**src/rtl/brd_pkg.sv**
```systemverilog
package brd_pkg;

    localparam int MAX_ROW_BYTES = 4096;
    localparam int OUT_BYTES     = 4;

    localparam int ROW_W      = 13;
    localparam int SRC_W      = 24;
    localparam int RUN_W      = 8;
    localparam int DATA_W     = 32;
    localparam int CNT_W      = 3;
    localparam int CFG_IDX_W  = 2;
    localparam int CFG_DATA_W = 24;

    // request types
    localparam logic REQ_START = 1'b0;
    localparam logic REQ_BYTE  = 1'b1;

    // decode modes
    localparam logic MODE_RAW = 1'b0;
    localparam logic MODE_RUN = 1'b1;

    // configuration register indexes
    localparam logic [CFG_IDX_W-1:0] CFG_MODE          = 2'd0;
    localparam logic [CFG_IDX_W-1:0] CFG_ROW_BYTES     = 2'd1;
    localparam logic [CFG_IDX_W-1:0] CFG_SOURCE_LENGTH = 2'd2;

    localparam logic             MODE_RESET      = MODE_RUN;
    localparam logic [ROW_W-1:0] ROW_BYTES_RESET = 13'd40;

    localparam logic [RUN_W-1:0] HDR_NOP = 8'h80;

    typedef enum logic [1:0] {
        PH_HEADER  = 2'd0,
        PH_LITERAL = 2'd1,
        PH_REPEAT  = 2'd2
    } phase_t;

    typedef enum logic [1:0] {
        ERR_NONE   = 2'd0,
        ERR_SOURCE = 2'd1,
        ERR_ROW    = 2'd2
    } err_t;

    typedef enum logic [1:0] {
        ST_IDLE = 2'b01,
        ST_RUN  = 2'b10
    } ctrl_state_t;

    // controller to datapath
    typedef struct packed {
        logic take;   // input transfer this cycle
        logic emit;   // load next repeat word into output register
    } brd_cmd_t;

    // datapath to controller
    typedef struct packed {
        logic one_result;  // current input gives exactly one result
        logic repeat_run;  // current input starts a repeat run
        logic run_last;    // next repeat word is the final one
    } brd_stat_t;

endpackage

```
**src/rtl/brd_ifs.sv**
```systemverilog
interface brd_req_if;
    logic       valid;
    logic       ready;
    logic       req_type;
    logic [7:0] in_byte;

    modport source (output valid, output req_type, output in_byte, input ready);
    modport sink   (input valid, input req_type, input in_byte, output ready);
endinterface

interface brd_rsp_if;
    logic        valid;
    logic        ready;
    logic [31:0] out_data;
    logic [2:0]  byte_count;
    logic        row_end;
    logic [1:0]  error_code;
    logic        last;

    modport source (output valid, output out_data, output byte_count, output row_end,
                    output error_code, output last, input ready);
    modport sink   (input valid, input out_data, input byte_count, input row_end,
                    input error_code, input last, output ready);
endinterface

```
**src/rtl/brd_ctrl.sv**
```systemverilog
module brd_ctrl (
    input  logic              clk,
    input  logic              rst_n,
    input  logic              in_valid,
    output logic              in_ready,
    output logic              out_valid,
    input  logic              out_ready,
    input  brd_pkg::brd_stat_t stat,
    output brd_pkg::brd_cmd_t  cmd
);

    brd_pkg::ctrl_state_t state_reg, state_next;
    logic out_valid_reg, out_valid_next;
    logic out_free;
    logic load;

    assign out_free  = !out_valid_reg || out_ready;
    assign in_ready  = (state_reg == brd_pkg::ST_IDLE) && out_free;
    assign out_valid = out_valid_reg;

    always_comb
    begin
        state_next = state_reg;
        cmd.take   = 1'b0;
        cmd.emit   = 1'b0;
        load       = 1'b0;
        case (state_reg)
            brd_pkg::ST_IDLE:
            begin
                cmd.take = in_valid && out_free;
                if (cmd.take)
                begin
                    if (stat.one_result)
                        load = 1'b1;
                    else if (stat.repeat_run)
                        state_next = brd_pkg::ST_RUN;
                end
            end
            brd_pkg::ST_RUN:
            begin
                if (out_free)
                begin
                    cmd.emit = 1'b1;
                    load     = 1'b1;
                    if (stat.run_last)
                        state_next = brd_pkg::ST_IDLE;
                end
            end
            default:
            begin
                state_next = brd_pkg::ST_IDLE;
            end
        endcase
        if (load)
            out_valid_next = 1'b1;
        else if (out_ready)
            out_valid_next = 1'b0;
        else
            out_valid_next = out_valid_reg;
    end

    always_ff @(posedge clk or negedge rst_n)
    begin
        if (!rst_n)
        begin
            state_reg     <= brd_pkg::ST_IDLE;
            out_valid_reg <= 1'b0;
        end
        else
        begin
            state_reg     <= state_next;
            out_valid_reg <= out_valid_next;
        end
    end

endmodule

```
**src/rtl/brd_datapath.sv**
```systemverilog
module brd_datapath (
    input  logic                              clk,
    input  logic                              rst_n,
    input  logic                              cfg_we,
    input  logic [brd_pkg::CFG_IDX_W-1:0]     cfg_index,
    input  logic [brd_pkg::CFG_DATA_W-1:0]    cfg_data,
    input  logic                              req_type,
    input  logic [7:0]                        in_byte,
    input  brd_pkg::brd_cmd_t                 cmd,
    output brd_pkg::brd_stat_t                stat,
    output logic [brd_pkg::DATA_W-1:0]        out_data,
    output logic [brd_pkg::CNT_W-1:0]         byte_count,
    output logic                              row_end,
    output logic [1:0]                        error_code,
    output logic                              last
);

    localparam int ROW_W = brd_pkg::ROW_W;
    localparam int SRC_W = brd_pkg::SRC_W;
    localparam int RUN_W = brd_pkg::RUN_W;
    localparam int CNT_W = brd_pkg::CNT_W;

    // configuration
    logic             mode_reg;
    logic [ROW_W-1:0] row_bytes_reg;
    logic [SRC_W-1:0] source_length_reg;

    // decode state
    logic [SRC_W-1:0] source_left_reg, source_left_next;
    logic [ROW_W-1:0] row_left_reg, row_left_next;
    logic             row_wrap_reg, row_wrap_next;
    brd_pkg::phase_t  phase_reg, phase_next;
    logic [RUN_W-1:0] run_left_reg, run_left_next;
    brd_pkg::err_t    error_reg, error_next;
    logic [RUN_W-1:0] repeat_count_reg, repeat_count_next;
    logic [RUN_W-1:0] rep_left_reg, rep_left_next;
    logic [7:0]       rep_byte_reg, rep_byte_next;

    // output word
    logic [brd_pkg::DATA_W-1:0] out_data_reg, res_data, emit_data;
    logic [CNT_W-1:0]           out_cnt_reg, res_cnt;
    logic                       out_row_end_reg, res_row_end;
    brd_pkg::err_t              out_err_reg, res_err;
    logic                       out_last_reg;

    logic             one_result, repeat_run;
    logic             row_zero;
    logic [ROW_W-1:0] row_len, eff_row, eff_row_dec;
    logic [SRC_W-1:0] src_dec;
    logic [RUN_W-1:0] lit_cnt, rep_cnt, run_dec;

    // repeat word
    logic [CNT_W-1:0] emit_n;
    logic [RUN_W-1:0] emit_rem;
    logic [ROW_W:0]   emit_row;
    logic             emit_borrow;

    always_comb
    begin
        if (row_bytes_reg < ROW_W'(2))
            row_len = ROW_W'(2);
        else if (row_bytes_reg > ROW_W'(brd_pkg::MAX_ROW_BYTES))
            row_len = ROW_W'(brd_pkg::MAX_ROW_BYTES);
        else
            row_len = row_bytes_reg;
    end

    assign row_zero    = (row_left_reg == '0) && !row_wrap_reg;
    assign eff_row     = row_zero ? row_len : row_left_reg;
    assign eff_row_dec = eff_row - ROW_W'(1);
    assign src_dec     = source_left_reg - SRC_W'(1);
    assign lit_cnt     = {1'b0, in_byte[6:0]} + RUN_W'(1);
    assign rep_cnt     = (RUN_W'(0) - in_byte) + RUN_W'(1);
    assign run_dec     = run_left_reg - RUN_W'(1);

    // item decode, evaluated for the byte at the input
    always_comb
    begin
        source_left_next  = source_left_reg;
        row_left_next     = row_left_reg;
        row_wrap_next     = row_wrap_reg;
        phase_next        = phase_reg;
        run_left_next     = run_left_reg;
        error_next        = error_reg;
        repeat_count_next = repeat_count_reg;
        rep_byte_next     = rep_byte_reg;
        one_result        = 1'b0;
        repeat_run        = 1'b0;
        res_data          = '0;
        res_cnt           = '0;
        res_row_end       = 1'b0;
        res_err           = brd_pkg::ERR_NONE;

        if (req_type == brd_pkg::REQ_START)
        begin
            source_left_next = source_length_reg;
            row_left_next    = '0;
            row_wrap_next    = 1'b0;
            phase_next       = brd_pkg::PH_HEADER;
            run_left_next    = '0;
            error_next       = brd_pkg::ERR_NONE;
        end
        else if (error_reg != brd_pkg::ERR_NONE)
        begin
            one_result = 1'b1;
            res_err    = error_reg;
        end
        else if (row_zero && mode_reg == brd_pkg::MODE_RAW
                 && source_left_reg < SRC_W'(row_len))
        begin
            one_result = 1'b1;
            res_err    = brd_pkg::ERR_SOURCE;
            error_next = brd_pkg::ERR_SOURCE;
        end
        else
        begin
            row_left_next = eff_row;
            if (source_left_reg == '0)
            begin
                one_result = 1'b1;
                res_err    = brd_pkg::ERR_SOURCE;
                error_next = brd_pkg::ERR_SOURCE;
            end
            else if (mode_reg == brd_pkg::MODE_RAW || phase_reg == brd_pkg::PH_LITERAL)
            begin
                source_left_next = src_dec;
                row_left_next    = eff_row_dec;
                one_result       = 1'b1;
                res_data         = {{(brd_pkg::DATA_W-8){1'b0}}, in_byte};
                res_cnt          = CNT_W'(1);
                res_row_end      = !row_wrap_reg && (eff_row_dec == '0);
                if (mode_reg == brd_pkg::MODE_RUN)
                begin
                    run_left_next = run_dec;
                    if (run_dec == '0)
                        phase_next = brd_pkg::PH_HEADER;
                end
            end
            else
            begin
                source_left_next = src_dec;
                case (phase_reg)
                    brd_pkg::PH_REPEAT:
                    begin
                        phase_next    = brd_pkg::PH_HEADER;
                        rep_byte_next = in_byte;
                        repeat_run    = 1'b1;
                    end
                    brd_pkg::PH_HEADER:
                    begin
                        if (!in_byte[7])
                        begin
                            if (src_dec < SRC_W'(lit_cnt))
                            begin
                                one_result = 1'b1;
                                res_err    = brd_pkg::ERR_SOURCE;
                                error_next = brd_pkg::ERR_SOURCE;
                            end
                            else if (!row_wrap_reg && eff_row < ROW_W'(lit_cnt))
                            begin
                                one_result = 1'b1;
                                res_err    = brd_pkg::ERR_ROW;
                                error_next = brd_pkg::ERR_ROW;
                            end
                            else
                            begin
                                run_left_next = lit_cnt;
                                phase_next    = brd_pkg::PH_LITERAL;
                            end
                        end
                        else if (in_byte != brd_pkg::HDR_NOP)
                        begin
                            if (src_dec == '0)
                            begin
                                one_result = 1'b1;
                                res_err    = brd_pkg::ERR_SOURCE;
                                error_next = brd_pkg::ERR_SOURCE;
                            end
                            else if (!row_wrap_reg && eff_row < ROW_W'(rep_cnt))
                            begin
                                one_result = 1'b1;
                                res_err    = brd_pkg::ERR_ROW;
                                error_next = brd_pkg::ERR_ROW;
                            end
                            else
                            begin
                                repeat_count_next = rep_cnt;
                                phase_next        = brd_pkg::PH_REPEAT;
                            end
                        end
                    end
                    default:
                    begin
                        phase_next = phase_reg;
                    end
                endcase
            end
        end
    end

    // next word of a repeat run
    always_comb
    begin
        if (rep_left_reg < RUN_W'(brd_pkg::OUT_BYTES))
            emit_n = rep_left_reg[CNT_W-1:0];
        else
            emit_n = CNT_W'(brd_pkg::OUT_BYTES);
        emit_rem    = rep_left_reg - RUN_W'(emit_n);
        emit_row    = {1'b0, row_left_reg} - (ROW_W+1)'(emit_n);
        emit_borrow = emit_row[ROW_W];
        emit_data   = '0;
        for (int i = 0; i < 4; i++)
        begin
            if (CNT_W'(i) < emit_n)
                emit_data[8*i +: 8] = rep_byte_reg;
        end
    end

    assign rep_left_next = cmd.take ? repeat_count_reg : emit_rem;

    assign stat.one_result = one_result;
    assign stat.repeat_run = repeat_run;
    assign stat.run_last   = (rep_left_reg <= RUN_W'(brd_pkg::OUT_BYTES));

    always_ff @(posedge clk or negedge rst_n)
    begin
        if (!rst_n)
        begin
            mode_reg          <= brd_pkg::MODE_RESET;
            row_bytes_reg     <= brd_pkg::ROW_BYTES_RESET;
            source_length_reg <= '0;
            source_left_reg   <= '0;
            row_left_reg      <= '0;
            row_wrap_reg      <= 1'b0;
            phase_reg         <= brd_pkg::PH_HEADER;
            run_left_reg      <= '0;
            error_reg         <= brd_pkg::ERR_NONE;
            repeat_count_reg  <= '0;
        end
        else
        begin
            if (cfg_we)
            begin
                case (cfg_index)
                    brd_pkg::CFG_MODE:          mode_reg          <= cfg_data[0];
                    brd_pkg::CFG_ROW_BYTES:     row_bytes_reg     <= cfg_data[ROW_W-1:0];
                    brd_pkg::CFG_SOURCE_LENGTH: source_length_reg <= cfg_data[SRC_W-1:0];
                    default:                    mode_reg          <= mode_reg;
                endcase
            end
            if (cmd.take)
            begin
                source_left_reg  <= source_left_next;
                row_left_reg     <= row_left_next;
                row_wrap_reg     <= row_wrap_next;
                phase_reg        <= phase_next;
                run_left_reg     <= run_left_next;
                error_reg        <= error_next;
                repeat_count_reg <= repeat_count_next;
            end
            else if (cmd.emit)
            begin
                row_left_reg <= emit_row[ROW_W-1:0];
                row_wrap_reg <= row_wrap_reg || emit_borrow;
            end
        end
    end

    // payload registers
    always_ff @(posedge clk)
    begin
        if (cmd.take)
        begin
            rep_byte_reg <= rep_byte_next;
            rep_left_reg <= rep_left_next;
            if (one_result)
            begin
                out_data_reg    <= res_data;
                out_cnt_reg     <= res_cnt;
                out_row_end_reg <= res_row_end;
                out_err_reg     <= res_err;
                out_last_reg    <= 1'b1;
            end
        end
        else if (cmd.emit)
        begin
            rep_left_reg    <= rep_left_next;
            out_data_reg    <= emit_data;
            out_cnt_reg     <= emit_n;
            out_row_end_reg <= (emit_rem == '0) && (emit_row == '0) && !row_wrap_reg;
            out_err_reg     <= brd_pkg::ERR_NONE;
            out_last_reg    <= (emit_rem == '0);
        end
    end

    assign out_data   = out_data_reg;
    assign byte_count = out_cnt_reg;
    assign row_end    = out_row_end_reg;
    assign error_code = out_err_reg;
    assign last       = out_last_reg;

endmodule

```
**src/rtl/byterun1_row_decoder_core.sv**
```systemverilog
// ByteRun1 row decoder: expands compressed source bytes into rows of row_bytes
// bytes, either passed through raw (mode 0) or run-length decoded (mode 1).
// A start item on req reloads the source budget from source_length and clears
// a sticky error; it gives no result, nor does a header byte. Raw and literal
// bytes give one result each; a repeat byte gives ceil(count/4) words of up to
// four equal bytes, first byte in bits 7..0, the final one marked by last.
// Once an error is raised (source exhausted or run longer than the row
// remainder) every source byte gives one error result until the next start.
// Rate: one input transfer per cycle while the result register drains; a
// repeat byte holds the input off until its last word is loaded, one word
// per cycle while the single output register is free. Configuration writes
// are to be made while the block idles; the block itself does not enforce it.
module byterun1_row_decoder_core (
    input  logic                           clk,
    input  logic                           rst_n,
    input  logic                           cfg_we,
    input  logic [brd_pkg::CFG_IDX_W-1:0]  cfg_index,
    input  logic [brd_pkg::CFG_DATA_W-1:0] cfg_data,
    brd_req_if.sink                        req,
    brd_rsp_if.source                      rsp
);

    // command and status between sequencer and decode datapath
    brd_pkg::brd_cmd_t  cmd;
    brd_pkg::brd_stat_t stat;

    // sequencer: input transfers, repeat word stepping, output register valid
    brd_ctrl u_ctrl (
        .clk       (clk),
        .rst_n     (rst_n),
        .in_valid  (req.valid),
        .in_ready  (req.ready),
        .out_valid (rsp.valid),
        .out_ready (rsp.ready),
        .stat      (stat),
        .cmd       (cmd)
    );

    // decode datapath: config, counters, phase, error and the result word
    brd_datapath u_datapath (
        .clk        (clk),
        .rst_n      (rst_n),
        .cfg_we     (cfg_we),
        .cfg_index  (cfg_index),
        .cfg_data   (cfg_data),
        .req_type   (req.req_type),
        .in_byte    (req.in_byte),
        .cmd        (cmd),
        .stat       (stat),
        .out_data   (rsp.out_data),
        .byte_count (rsp.byte_count),
        .row_end    (rsp.row_end),
        .error_code (rsp.error_code),
        .last       (rsp.last)
    );

endmodule
```
**src/flat_wrapper.sv**
```systemverilog
// flat-port wrapper written by rule: the top's interface ports become plain ports
module byterun1_row_decoder_core_flat 
  (clk, rst_n, cfg_we, cfg_index, cfg_data, req_valid, req_req_type, req_in_byte, req_ready, rsp_valid, rsp_out_data, rsp_byte_count, rsp_row_end, rsp_error_code, rsp_last, rsp_ready);
  brd_req_if req_i ();
  brd_rsp_if rsp_i ();
  input  logic clk;
  input  logic rst_n;
  input  logic cfg_we;
  input  logic [brd_pkg::CFG_IDX_W-1:0] cfg_index;
  input  logic [brd_pkg::CFG_DATA_W-1:0] cfg_data;
  input wire logic [$bits(req_i.valid)-1:0] req_valid;
  input wire logic [$bits(req_i.req_type)-1:0] req_req_type;
  input wire logic [$bits(req_i.in_byte)-1:0] req_in_byte;
  output wire logic [$bits(req_i.ready)-1:0] req_ready;
  output wire logic [$bits(rsp_i.valid)-1:0] rsp_valid;
  output wire logic [$bits(rsp_i.out_data)-1:0] rsp_out_data;
  output wire logic [$bits(rsp_i.byte_count)-1:0] rsp_byte_count;
  output wire logic [$bits(rsp_i.row_end)-1:0] rsp_row_end;
  output wire logic [$bits(rsp_i.error_code)-1:0] rsp_error_code;
  output wire logic [$bits(rsp_i.last)-1:0] rsp_last;
  input wire logic [$bits(rsp_i.ready)-1:0] rsp_ready;
  assign req_i.valid = req_valid;
  assign req_i.req_type = req_req_type;
  assign req_i.in_byte = req_in_byte;
  assign req_ready = req_i.ready;
  assign rsp_valid = rsp_i.valid;
  assign rsp_out_data = rsp_i.out_data;
  assign rsp_byte_count = rsp_i.byte_count;
  assign rsp_row_end = rsp_i.row_end;
  assign rsp_error_code = rsp_i.error_code;
  assign rsp_last = rsp_i.last;
  assign rsp_i.ready = rsp_ready;
  byterun1_row_decoder_core u_core (.clk(clk), .rst_n(rst_n), .cfg_we(cfg_we), .cfg_index(cfg_index), .cfg_data(cfg_data), .req(req_i), .rsp(rsp_i));
endmodule
```
**config.mk**
```make
export PLATFORM = sky130hd
export DESIGN_NAME = byterun1_row_decoder_core_flat
export DESIGN_NICKNAME = d
export VERILOG_FILES = /design/src/rtl/brd_pkg.sv /design/src/rtl/brd_ifs.sv /design/src/rtl/brd_ctrl.sv /design/src/rtl/brd_datapath.sv /design/src/rtl/byterun1_row_decoder_core.sv /design/src/flat_wrapper.sv
export SDC_FILE = /design/constraint.sdc
export NUM_CORES = 1
export LEC_CHECK = 0
export BUFFER_PORTS_ARGS = -buffer_cell sky130_fd_sc_hd__buf_2
export CAP_MARGIN = 20
export CORE_ASPECT_RATIO = 1.25
export CORE_MARGIN = 5
export CORE_UTILIZATION = 37
export CTS_BUF_LIST = sky130_fd_sc_hd__clkbuf_2 sky130_fd_sc_hd__clkbuf_4 sky130_fd_sc_hd__clkbuf_8
export CTS_CLUSTER_SIZE = 20
export DETAILED_ROUTE_END_ITERATION = 10
export PLACE_DENSITY = 0.63
export SYNTH_ARGS = -nofsm -noshare
export SYNTH_HDL_FRONTEND = slang
export SYNTH_SLANG_ARGS = --single-unit
```
**constraint.sdc**
```tcl
create_clock -name clk -period 12.7 [get_ports clk]
set_input_delay 1.27 -clock clk [delete_from_list [all_inputs] [get_ports clk]]
set_output_delay 1.27 -clock clk [all_outputs]
set_load 0.02 [all_outputs]
```
==> results of run 1 <==
[worst paths after layout]
kind                                                       start                                     to
setup reg to reg             u_core.u_datapath.row_bytes_reg[11]          u_core.u_datapath.out_data[3]
hold / removal             u_core.u_datapath.repeat_count_reg[3]  u_core.u_datapath.repeat_count_reg[3]
min in group asynchronous                                  rst_n      u_core.u_datapath.row_left_reg[8]
hold reg to reg            u_core.u_datapath.repeat_count_reg[3]  u_core.u_datapath.repeat_count_reg[3]
max in group asynchronous                                  rst_n      u_core.u_datapath.run_left_reg[4]
setup / recovery             u_core.u_datapath.row_bytes_reg[11]          u_core.u_datapath.out_data[3]
[placed cells by master, fill, tap and decap left out, drive strengths merged, types with 28 or more instances in the layout]
master / count
nand2: 102
dfrtp: 95
buf: 87
nor2: 82
o21ai: 75
a21oi: 59
edfxtp: 55
ha: 50
inv: 47
mux2: 40
nand3: 32
nor3: 28
[area by class of cell]
| class | instances | area, um^2 |
|---|---|---|
| inverters | 39 | 146 |
| clock inverters | 13 | 156 |
| multi-input cells | 799 | 5450 |
| repair buffers | 87 | 455 |
| well taps | 345 | 432 |
| fillers | 2667 | 15600 |
| flip-flops and latches | 154 | 4130 |
| clock buffers | 19 | 249 |
[kinds of logic after synthesis]
kind of cell | Yosys count
compound gates | 257
xor+xnor | 39
fa+ha+maj | 52
buf+inv | 87
flops | 154
mux | 44
other cells | 1
simple gates | 406
[metrics by stage]
stage	hold WS, ns	setup WS [ns]
2_1_floorplan	0.452	8.07
3_3_place_gp	0.462	7.61
3_5_place_dp	0.466	7.53
4_1_cts	0.488	7.52
5_1_grt	0.505	7.18
6_report	0.484	7.49
[worst register-to-register path, delay by kind of cell (launching register included)]
| family | cells | cell delay [ns] |
|---|---|---|
| adders and majority gates | 1 | 0.27 |
| AOI/OAI and AO/OA | 7 | 2.45 |
| buffers and inverters | 1 | 0.18 |
| and+or+nand+nor | 4 | 1.44 |
| DFF | 1 | 0.47 |
[power groups by stage]
stage / Clock, mW / Sequential [mW] / Combinational, mW
2_1_floorplan: 0 / 0.830 / 0.865
3_3_place_gp: 0 / 0.879 / 1.11
3_5_place_dp: 0 / 0.883 / 1.13
4_1_cts: 0.409 / 0.874 / 1.13
5_1_grt: 0.428 / 0.897 / 1.26
6_report: 0.397 / 0.877 / 1.14
[per-layer routing]
layer / vias to the layer above / global-route usage (%) / part of all wire (%)
met1: 4030 / 22.7 / 41
met2: 236 / 32.9 / 52
met3: 38 / 2.55 / 4.5
li1: 3977 / - / -
met4: 0 / 6.17 / 2.4
met5: - / 0 / 0
==> flow_summary.json, run 1 <==
{
  "leakage_nw": 4.48,
  "drv_cap": 0,
  "antenna_found_initial": 0,
  "power.share.clock_pct": 16.5,
  "ys_ff_latch": 154,
  "synth_fa_ha_area_share_pct": 6.60,
  "async_reset_ff_share_pct": 64.3,
  "grt.total_usage_pct": 18.5,
  "synthToLayoutAreaGrowth_pct": 10.9,
  "yosysMostFrequentCell": "nand2_1",
  "setup-violations-final": 0,
  "synth_mux_area_share_pct": 4.94,
  "drt-pass1-iter-count": 5,
  "cp_cell_sequence": "or4_4, o41a_1, nor3_2, a21oi_1, inv_1, ha_1, nand3_1, a211oi_1, a211o_1, a2111o_1, and2_1, o2111ai_1, a31o_2",
  "htreeDepth": 4,
  "required_ns": 12.81,
  "synth_cells": 1040,
  "synth.top_cell.area_share_pct": 23.9,
  "die_area_um2": 30300,
  "placed_cell_area_um2": 10600,
  "combPwrFrac_pct": 47.1,
  "port_buffers": 80,
  "drt-initial-drc-count": 463,
  "ant_nets": 0,
  "pin_count": 81,
  "relSlewSlack_pct": 32.7,
  "hold_viol": 0,
  "fin_nets": 1189,
  "syn_area_per_cell_um2": 9.56,
  "power_density_nw_per_um2": 219,
  "antennaDiodeCount": 0,
  "ctsHoldBuffers": 0,
  "status": "completed",
  "drive_above_1_share_pct": 19.2,
  "synth-simple-area-share_pct": 22.1,
  "core_area_um2": 26700,
  "p_total_mw": 2.41,
  "final_area_um2": 11000,
  "peakVddDrop_v": 0.0000831,
  "via_per_inst": 5.69,
  "swShare_pct": 45.6,
  "synth-main-ff-cell": "dfrtp_1",
  "fmax_mhz": 192,
  "grt_max_degree": 74,
  "synth_commonest_cells": "nand2_1 (100), dfrtp_1 (95), nor2_1 (81)",
  "clock_latency_ns": 0.48,
  "synth_cell_type_count": 85,
  "ff2ff_path_depth": 13,
  "p_sw_mw": 1.10,
  "grt_pass1_vias": 8217,
  "setup.worst_path.start_class": "register",
  "cts-resized-gates": 0,
  "fin_crit_ns": 5.21,
  "cts_buffers": 17,
  "post-synth-top-area-cell": "dfrtp_1",
  "crit_arrival_ns": 5.31,
  "hpwl_mm": 21.0,
  "synth_edf_count": 55,
  "synthTopCellsByArea": "dfrtp_1 (24%), edfxtp_1 (17%), ha_1 (6.3%)",
  "critical-path-max-stage-delay_ns": 0.84,
  "crit_family": "compound AO/OA/AOI/OAI gates",
  "placed_cells": 1424,
  "p_seq_share_pct": 36.4,
  "finalWirelength_mm": 27.8,
  "synth_compound_area_share_pct": 17.7,
  "syn-cell-area_um2": 9940,
  "cts_setup_buffers": 0,
  "worst_path_max_delay_cell": "a31o_2",
  "tns_ns": 0,
  "start_util_pct": 37.3,
  "cp_max_fo": 39,
  "drv_slew": 0,
  "finalNonFillerCells": 1456,
  "cts.path.max_buffers": 2,
  "ys_warn_count": 0,
  "synth_xor_area_share_pct": 3.44,
  "wl_per_cell_um": 19.1,
  "cts_sinks": 154,
  "chipWidth_um": 157,
  "clock-root-buffer": "clkbuf_8",
  "num_vias": 8281,
  "chipHeight_um": 193,
  "fin_skew_ns": 0.0173,
  "internal-power_mw": 1.31,
  "critPathCaptureType": "register",
  "synth-seq-area-share_pct": 41.6,
  "grt_pass1_wl_mm": 44.7,
  "critPathKind": "register to register",
  "regToRegSetupSlack_ns": 7.49,
  "cts_tree": "built",
  "cp.depth": 13,
  "fin_crit_sh_pct": 41.0,
  "largest_reg_flops": 32,
  "tightest_slew_ns": 1.01,
  "synth_nets": 1131,
  "critPathBufInv": 1,
  "place_congestion": 0.919,
  "synth_top_family_by_area": "simple AND/OR/NAND/NOR gates",
  "rsz0062_at_grt": "false",
  "hold_path_depth": 2,
  "final_core_util_pct": 41.3,
  "hold_path.class": "register to register",
  "rows": 67,
  "clk_pin_slew_ns": 0.09,
  "drc_errors": 0,
  "overflow": 0
}
Power figures use the tool's default switching activity.
==> run 2: changes to the inputs <==
--- a/config.mk
+++ b/config.mk
@@ -5,6 +5,7 @@
 export SDC_FILE = /design/constraint.sdc
 export NUM_CORES = 1
 export LEC_CHECK = 0
+export ABC_AREA = 1
 export BUFFER_PORTS_ARGS = -buffer_cell sky130_fd_sc_hd__buf_2
 export CAP_MARGIN = 20
 export CORE_ASPECT_RATIO = 1.25
==> constraint.sdc (replaced) <==
create_clock -name clk -period 5.5 [get_ports clk]
set_input_delay 0.55 -clock clk [delete_from_list [all_inputs] [get_ports clk]]
set_output_delay 0.55 -clock clk [all_outputs]
set_load 0.02 [all_outputs]
==> run 2 against run 1 <==
  * Die area about the same
  * Clock skew increased by 0.0096 ns
  * Cell area increased by 1.0%
  * Final cell count increased by 19%
  * Fmax increased by 36%
  * Register-to-register slack got worse by 5.8 ns
  * Critical path depth increased by 9
  * First-iteration DRC count increased by 18%
  * Worst setup slack got worse by 5.8 ns
  * Largest power group unchanged
  * Routed wire length decreased by 3.8%
  * Critical path type unchanged
  * Non-clock buffer count increased by 3
==> flow_summary.json, run 2 <==
{
  "core_area_um2": 26700,
  "grt.total_usage_pct": 18.0,
  "rr_endpoint": "u_core.u_datapath.row_end",
  "hold_path.class": "input pin to asynchronous set/reset pin",
  "critical-path-max-stage-delay_ns": 0.46,
  "hold_viol": 0,
  "post-synth-top-area-cell": "dfrtp_1",
  "drive_above_1_share_pct": 14.8,
  "overflow": 0,
  "cp_cell_sequence": "nor2_1, nand2_1, nor2_1, nand3_1, nand2_1, nand3_1, nand2_1, ha_1, a21oi_1, nor2_1, a211oi_1, nand2_1, nand2_1, nand2_1, nand2_1, nand2_2, nand2_2, nand2_1, nand3_1, nand2_1, nand2_1, buf_4",
  "htreeDepth": 4,
  "status": "completed",
  "regToRegSetupSlack_ns": 1.66,
  "cts_tree": "built",
  "synth-main-ff-cell": "dfrtp_1",
  "use_met3_pct": 2.68,
  "cts.path.max_buffers": 2,
  "ff2ff_path_depth": 22,
  "fin_crit_sh_pct": 69.8,
  "r2r-start": "u_core.u_datapath.row_bytes_reg[9]",
  "grt_pass1_wl_mm": 43.1,
  "antenna_found_initial": 0,
  "setup-violations-final": 0,
  "start_util_pct": 37.3,
  "final_cell_mix": "nand2_1 (309), nor2_1 (174), inv_1 (149), o21ai_0 (100), dfrtp_1 (95)",
  "place_congestion": 0.937,
  "die_area_um2": 30200,
  "fin_crit_ns": 3.84,
  "pin_count": 81,
  "required_ns": 5.61,
  "synthTopCellsByArea": "dfrtp_1 (24%), edfxtp_1 (17%), nand2_1 (12%)",
  "fin_nets": 1459,
  "ys_ff_latch": 154,
  "cts-resized-gates": 0,
  "grt_busiest_layer": "met2",
  "cts_buffers": 17,
  "fmax_mhz": 260,
  "rsz0062_at_grt": "false",
  "peakVddDrop_v": 0.000208,
  "finalWirelength_mm": 26.7,
  "relSlewSlack_pct": 43.6,
  "clock-root-buffer": "clkbuf_8",
  "via_per_inst": 5.00,
  "yosysMostFrequentCell": "nand2_1",
  "fin_ws_ns": 1.66,
  "drv_slew": 0,
  "largest_reg_flops": 32,
  "final_common_cell": "nand2_1",
  "dp_slack_ns": 1.68,
  "syn_area_per_cell_um2": 7.72,
  "antennaDiodeCount": 0,
  "cp_max_fo": 39,
  "synth_edf_count": 55,
  "synth_commonest_cells": "nand2_1 (309), nor2_1 (175), inv_1 (149)",
  "synth_cells": 1287,
  "setup.worst_path.start_class": "register",
  "worst_path_max_delay_cell": "nand2_1",
  "cts_setup_buffers": 0,
  "cts_sinks": 154,
  "critPathCaptureType": "register",
  "fin_skew_ns": 0.0269,
  "drv_cap": 0,
  "synth-seq-area-share_pct": 41.6,
  "grt_util_met2_pct": 32.4,
  "hpwl_mm": 20.9,
  "crit_top_cell": "nand2_1",
  "clock_latency_ns": 0.48,
  "power_density_nw_per_um2": 489,
  "synth_nets": 1378,
  "ys_warn_count": 0,
  "chipWidth_um": 157,
  "synth.top_cell.area_share_pct": 23.9,
  "tightest_slew_ns": 0.840,
  "ctsHoldBuffers": 0,
  "critPathKind": "register to register",
  "drc_errors": 0,
  "synth_cell_type_count": 59,
  "clk_pin_slew_ns": 0.10,
  "grt_max_degree": 62,
  "port_buffers": 80,
  "leakage_nw": 5.30,
  "async_reset_ff_share_pct": 64.3,
  "tns_ns": 0,
  "synthToLayoutAreaGrowth_pct": 12.1,
  "rows": 67,
  "wl_per_cell_um": 15.5,
  "num_vias": 8627,
  "crit_arrival_ns": 3.95,
  "ant_nets": 0,
  "syn-cell-area_um2": 9930,
  "chipHeight_um": 193,
  "grt_pass1_vias": 8461,
  "grtUsageMet1_pct": 21.8,
  "drt-pass1-iter-count": 8,
  "drt-initial-drc-count": 545
}
==> run 2: cell types whose count changed after synthesis, moves of 21 or more <==
cell     change
and2_1      -24
nand2_1    +209
a21oi_1     -21
o21ai_0     +44
mux2_2      -34
inv_1      +110
nor2_1      +94
xor2_1      +21
nand3_1     +38
==> run 2: routing by layer <==
metal / wire length [um] / up-vias / share of wire, %
met1: 11200 / 3993 / 42
li1: - / 4377 / -
met4: 851 / 0 / 3.2
met5: 0 / - / 0
met2: 13500 / 207 / 51
met3: 1140 / 50 / 4.3
==> run 2: per-stage QoR <==
stage	std cells	cell area [um^2]	hold WS, ns	utilization [%]	power (mW)
floorplan	1287	9930	0.254	-	3.83
global placement	1693	10700	0.468	40.1	4.48
detailed placement	1693	10700	0.473	40.1	4.53
CTS	1725	11100	0.0566	41.7	5.48
global route	1726	11100	0.0871	41.7	5.93
finish	1726	11100	0.0465	41.7	5.44
==> run 2: critical path: cells and delay by family (launching register included) <==
| family | cells | cell delay (ns) |
|---|---|---|
| adder cells (fa/ha/maj) | 1 | 0.29 |
| AO/OA/AOI/OAI | 2 | 0.29 |
| AND/OR/NAND/NOR | 18 | 2.01 |
| buffers and inverters | 1 | 0.41 |
| flip-flops | 1 | 0.44 |
==> run 2: layout make-up <==
type / count / area [um^2]
multi-input combinational: 941 / 5040
clock inverter: 15 / 201
inverter: 164 / 616
tap: 345 / 432
fill: 2790 / 15500
sequential: 154 / 4130
clock buffer: 17 / 234
timing repair buffer: 90 / 475
==> run 2: power by group <==
group	internal [mW]	total [mW]	switching, mW
Combinational	0.868	2.61	1.75
Clock	0.365	0.935	0.570
Sequential	1.60	1.89	0.291
Total	2.84	5.44	2.61
==> run 2: worst max-delay path by stage <==
stage | startpoint | to
after floorplan | u_core.u_datapath.row_bytes_reg[5] | u_core.u_datapath.byte_count[0]
after global placement | u_core.u_datapath.row_bytes_reg[5] | u_core.u_datapath.out_data[0]
after detailed placement | u_core.u_datapath.row_bytes_reg[5] | u_core.u_datapath.out_data[31]
after global routing | u_core.u_datapath.row_bytes_reg[7] | u_core.u_datapath.byte_count[1]
final | u_core.u_datapath.row_bytes_reg[9] | u_core.u_datapath.row_end
after CTS | u_core.u_datapath.row_bytes_reg[5] | u_core.u_datapath.row_end
==> run 2: kinds of logic after synthesis <==
logic type | Yosys count | synth area share (%)
simple gates | 631 | 27.3
compound gates | 211 | 12.5
buf+inv | 192 | 7.68
flops | 154 | 41.6
fa+ha+maj | 51 | 6.50
xor+xnor | 41 | 3.69
mux | 6 | 0.680
other cells | 1 | 0.0378
==> run 3: changes to the inputs <==
--- a/config.mk
+++ b/config.mk
@@ -14,7 +14,7 @@
 export CTS_BUF_LIST = sky130_fd_sc_hd__clkbuf_2 sky130_fd_sc_hd__clkbuf_4 sky130_fd_sc_hd__clkbuf_8
 export CTS_CLUSTER_SIZE = 20
 export DETAILED_ROUTE_END_ITERATION = 10
-export PLACE_DENSITY = 0.63
+export PLACE_DENSITY = 0.65
 export SYNTH_ARGS = -nofsm -noshare
 export SYNTH_HDL_FRONTEND = slang
 export SYNTH_SLANG_ARGS = --single-unit
==> constraint.sdc (replaced) <==
create_clock -name clk -period 3.5 [get_ports clk]
set_input_delay 0.35 -clock clk [delete_from_list [all_inputs] [get_ports clk]]
set_output_delay 0.35 -clock clk [all_outputs]
set_load 0.02 [all_outputs]
==> run 3 against run 2 <==
  * Combinational power is 73% higher
  * Largest cell class unchanged
  * Routed wire length rose by 4.2%
  * Worst hold slack better by 0.043 ns
  * Final cell count increased by 2.6%
==> flow_summary.json, run 3 (same netlist as run 2, synthesis figures left out) <==
{
  "status": "completed",
  "htreeDepth": 4,
  "nFillCells": 2734,
  "fin_skew_ns": 0.0247,
  "p_sw_mw": 4.23,
  "num_vias": 8954,
  "chipWidth_um": 157,
  "crit_arrival_ns": 3.54,
  "power_density_nw_per_um2": 768,
  "power.share.clock_pct": 16.4,
  "largest_reg_flops": 32,
  "cts_sinks": 154,
  "crit_path_start": "u_core.u_datapath.row_left_reg[5]",
  "grt.total_usage_pct": 18.5,
  "finalHoldWorstSlack_ns": 0.0895,
  "tightest_slew_ns": 0.900,
  "synthToLayoutAreaGrowth_pct": 16.9,
  "combPwrFrac_pct": 50.6,
  "required_ns": 3.71,
  "fin_crit_ns": 3.33,
  "internal-power_mw": 4.69,
  "clock-root-buffer": "clkbuf_8",
  "critPathKind": "register to register",
  "final_cell_mix": "nand2_1 (303), nor2_1 (172), inv_1 (148), o21ai_0 (100), dfrtp_1 (94)",
  "crit_family": "simple AND/OR/NAND/NOR gates",
  "r2r-start": "u_core.u_datapath.row_left_reg[5]",
  "drv_cap": 0,
  "die_area_um2": 30200,
  "cp_max_fo": 10,
  "peakVddDrop_v": 0.000319,
  "clk_pin_slew_ns": 0.12,
  "drc_errors": 0,
  "finalWirelength_mm": 27.8,
  "drv_slew": 0,
  "leakage_nw": 5.55,
  "chipHeight_um": 193,
  "fin_crit_sh_pct": 95.0,
  "ant_nets": 0,
  "overflow": 0,
  "rows": 67,
  "relSlewSlack_pct": 39.6,
  "drt-pass1-iter-count": 5,
  "critical-path-max-stage-delay_ns": 0.44,
  "place_congestion": 0.971,
  "clock_latency_ns": 0.49,
  "fmax_mhz": 301,
  "critPathCaptureType": "register",
  "drive_above_1_share_pct": 18.5,
  "pin_count": 81,
  "via_per_inst": 5.06,
  "hold_path.class": "input pin to register",
  "cts_buffers": 17,
  "placed_cells": 1727,
  "placed_cell_area_um2": 11000,
  "wl_per_cell_um": 15.7,
  "grt_max_degree": 53,
  "core_area_um2": 26700,
  "grt_pass1_wl_mm": 44.6,
  "antenna_found_initial": 0,
  "antennaDiodeCount": 0,
  "hold_viol": 0,
  "regToRegSetupSlack_ns": 0.17,
  "worst_path_max_delay_cell": "dfrtp_1",
  "drt-initial-drc-count": 504,
  "hpwl_mm": 21.4,
  "crit_top_cell": "nand2_1",
  "finalNonFillerCells": 1771,
  "cts_tree": "built",
  "final_core_util_pct": 43.6,
  "cp_cell_sequence": "inv_2, nand2_2, nor2_2, nand2_2, nor2_4, nand3_1, nand2_4, ha_1, nand2_1, nor2_1, a211oi_1, nand2_1, nand2_1, nand2_1, nand2_1, nand2_2, nand2_2, nand2_1, nand3_1, nand2_2, nand2_4, clkbuf_16",
  "final_area_um2": 11600,
  "p_seq_share_pct": 33.0,
  "grt_pass1_vias": 8742,
  "port_buffers": 80,
  "final_common_cell": "nand2_1",
  "start_util_pct": 37.3,
  "cts.path.max_buffers": 2,
  "setup-violations-final": 0,
  "fin_nets": 1504,
  "holdCritStartpoint": "cfg_data[19]",
  "setup.worst_path.start_class": "register",
  "critPathBufInv": 2,
  "swShare_pct": 47.4
}
## run 3: cell count changes in the layout (fill, tap and decap cells not counted), sizes merged
cell         delta
buf            +42
clkbuf          +2
clkinv          +1
dlygate4sd3     +1
inv             -1
## run 3: power groups by stage
stage | clock [mW] | combinational [mW] | sequential [mW]
2_1_floorplan | 0 | 2.98 | 3.03
3_3_place_gp | 0 | 4.28 | 2.96
3_5_place_dp | 0 | 4.35 | 2.98
4_1_cts | 1.49 | 4.37 | 2.94
5_1_grt | 1.56 | 5.11 | 3.01
6_report | 1.47 | 4.51 | 2.94
## run 3: final timing paths
path                                                                 to  cells after the start
max in group asynchronous                    u_core.u_ctrl.state_reg[0]                      3
worst min register to register  u_core.u_datapath.source_length_reg[11]                      2
worst min-delay path            u_core.u_datapath.source_length_reg[19]                      2
min in group asynchronous            u_core.u_datapath.row_left_reg[11]                      2
worst max-delay path                    u_core.u_datapath.error_code[1]                     22
worst max register to register          u_core.u_datapath.error_code[1]                     22
## run 3: routing by layer
metal | share of wire [%] | GRT usage [%] | vias to the layer above
li1 | - | - | 4470
met1 | 42 | 22.6 | 4220
met2 | 52 | 34.2 | 224
met3 | 3.8 | 2.14 | 40
met4 | 2.3 | 5.71 | 0
met5 | 0 | 0 | -
## run 3: stage by stage
stage                     setup slack, ns  power (mW)  TNS (ns)
after floorplan                     0.175        6.01         0
after global placement              0.104        7.24         0
after detailed placement            0.111        7.33         0
after CTS                          0.0814        8.81         0
after global routing              -0.0483        9.68    -0.944
final                               0.175        8.92         0
## run 3: timing repair
action,4_1_cts,5_1_grt
hold buffers,1,0
buffers inserted,0,8
endpoints found under the setup margin,0,111
resized for setup,0,18
endpoints found under the hold margin,44,0
## run 3: final cells by class
cell class                 instances  area [um^2]  area share [%]
clock buffer                      17          234            2.01
clock inverter                    15          199            1.71
inverter                         164          616            5.30
multi-input combinational        941         5100            43.9
sequential                       154         4140            35.6
tap                              345          432            3.72
timing repair buffer             135          895            7.70
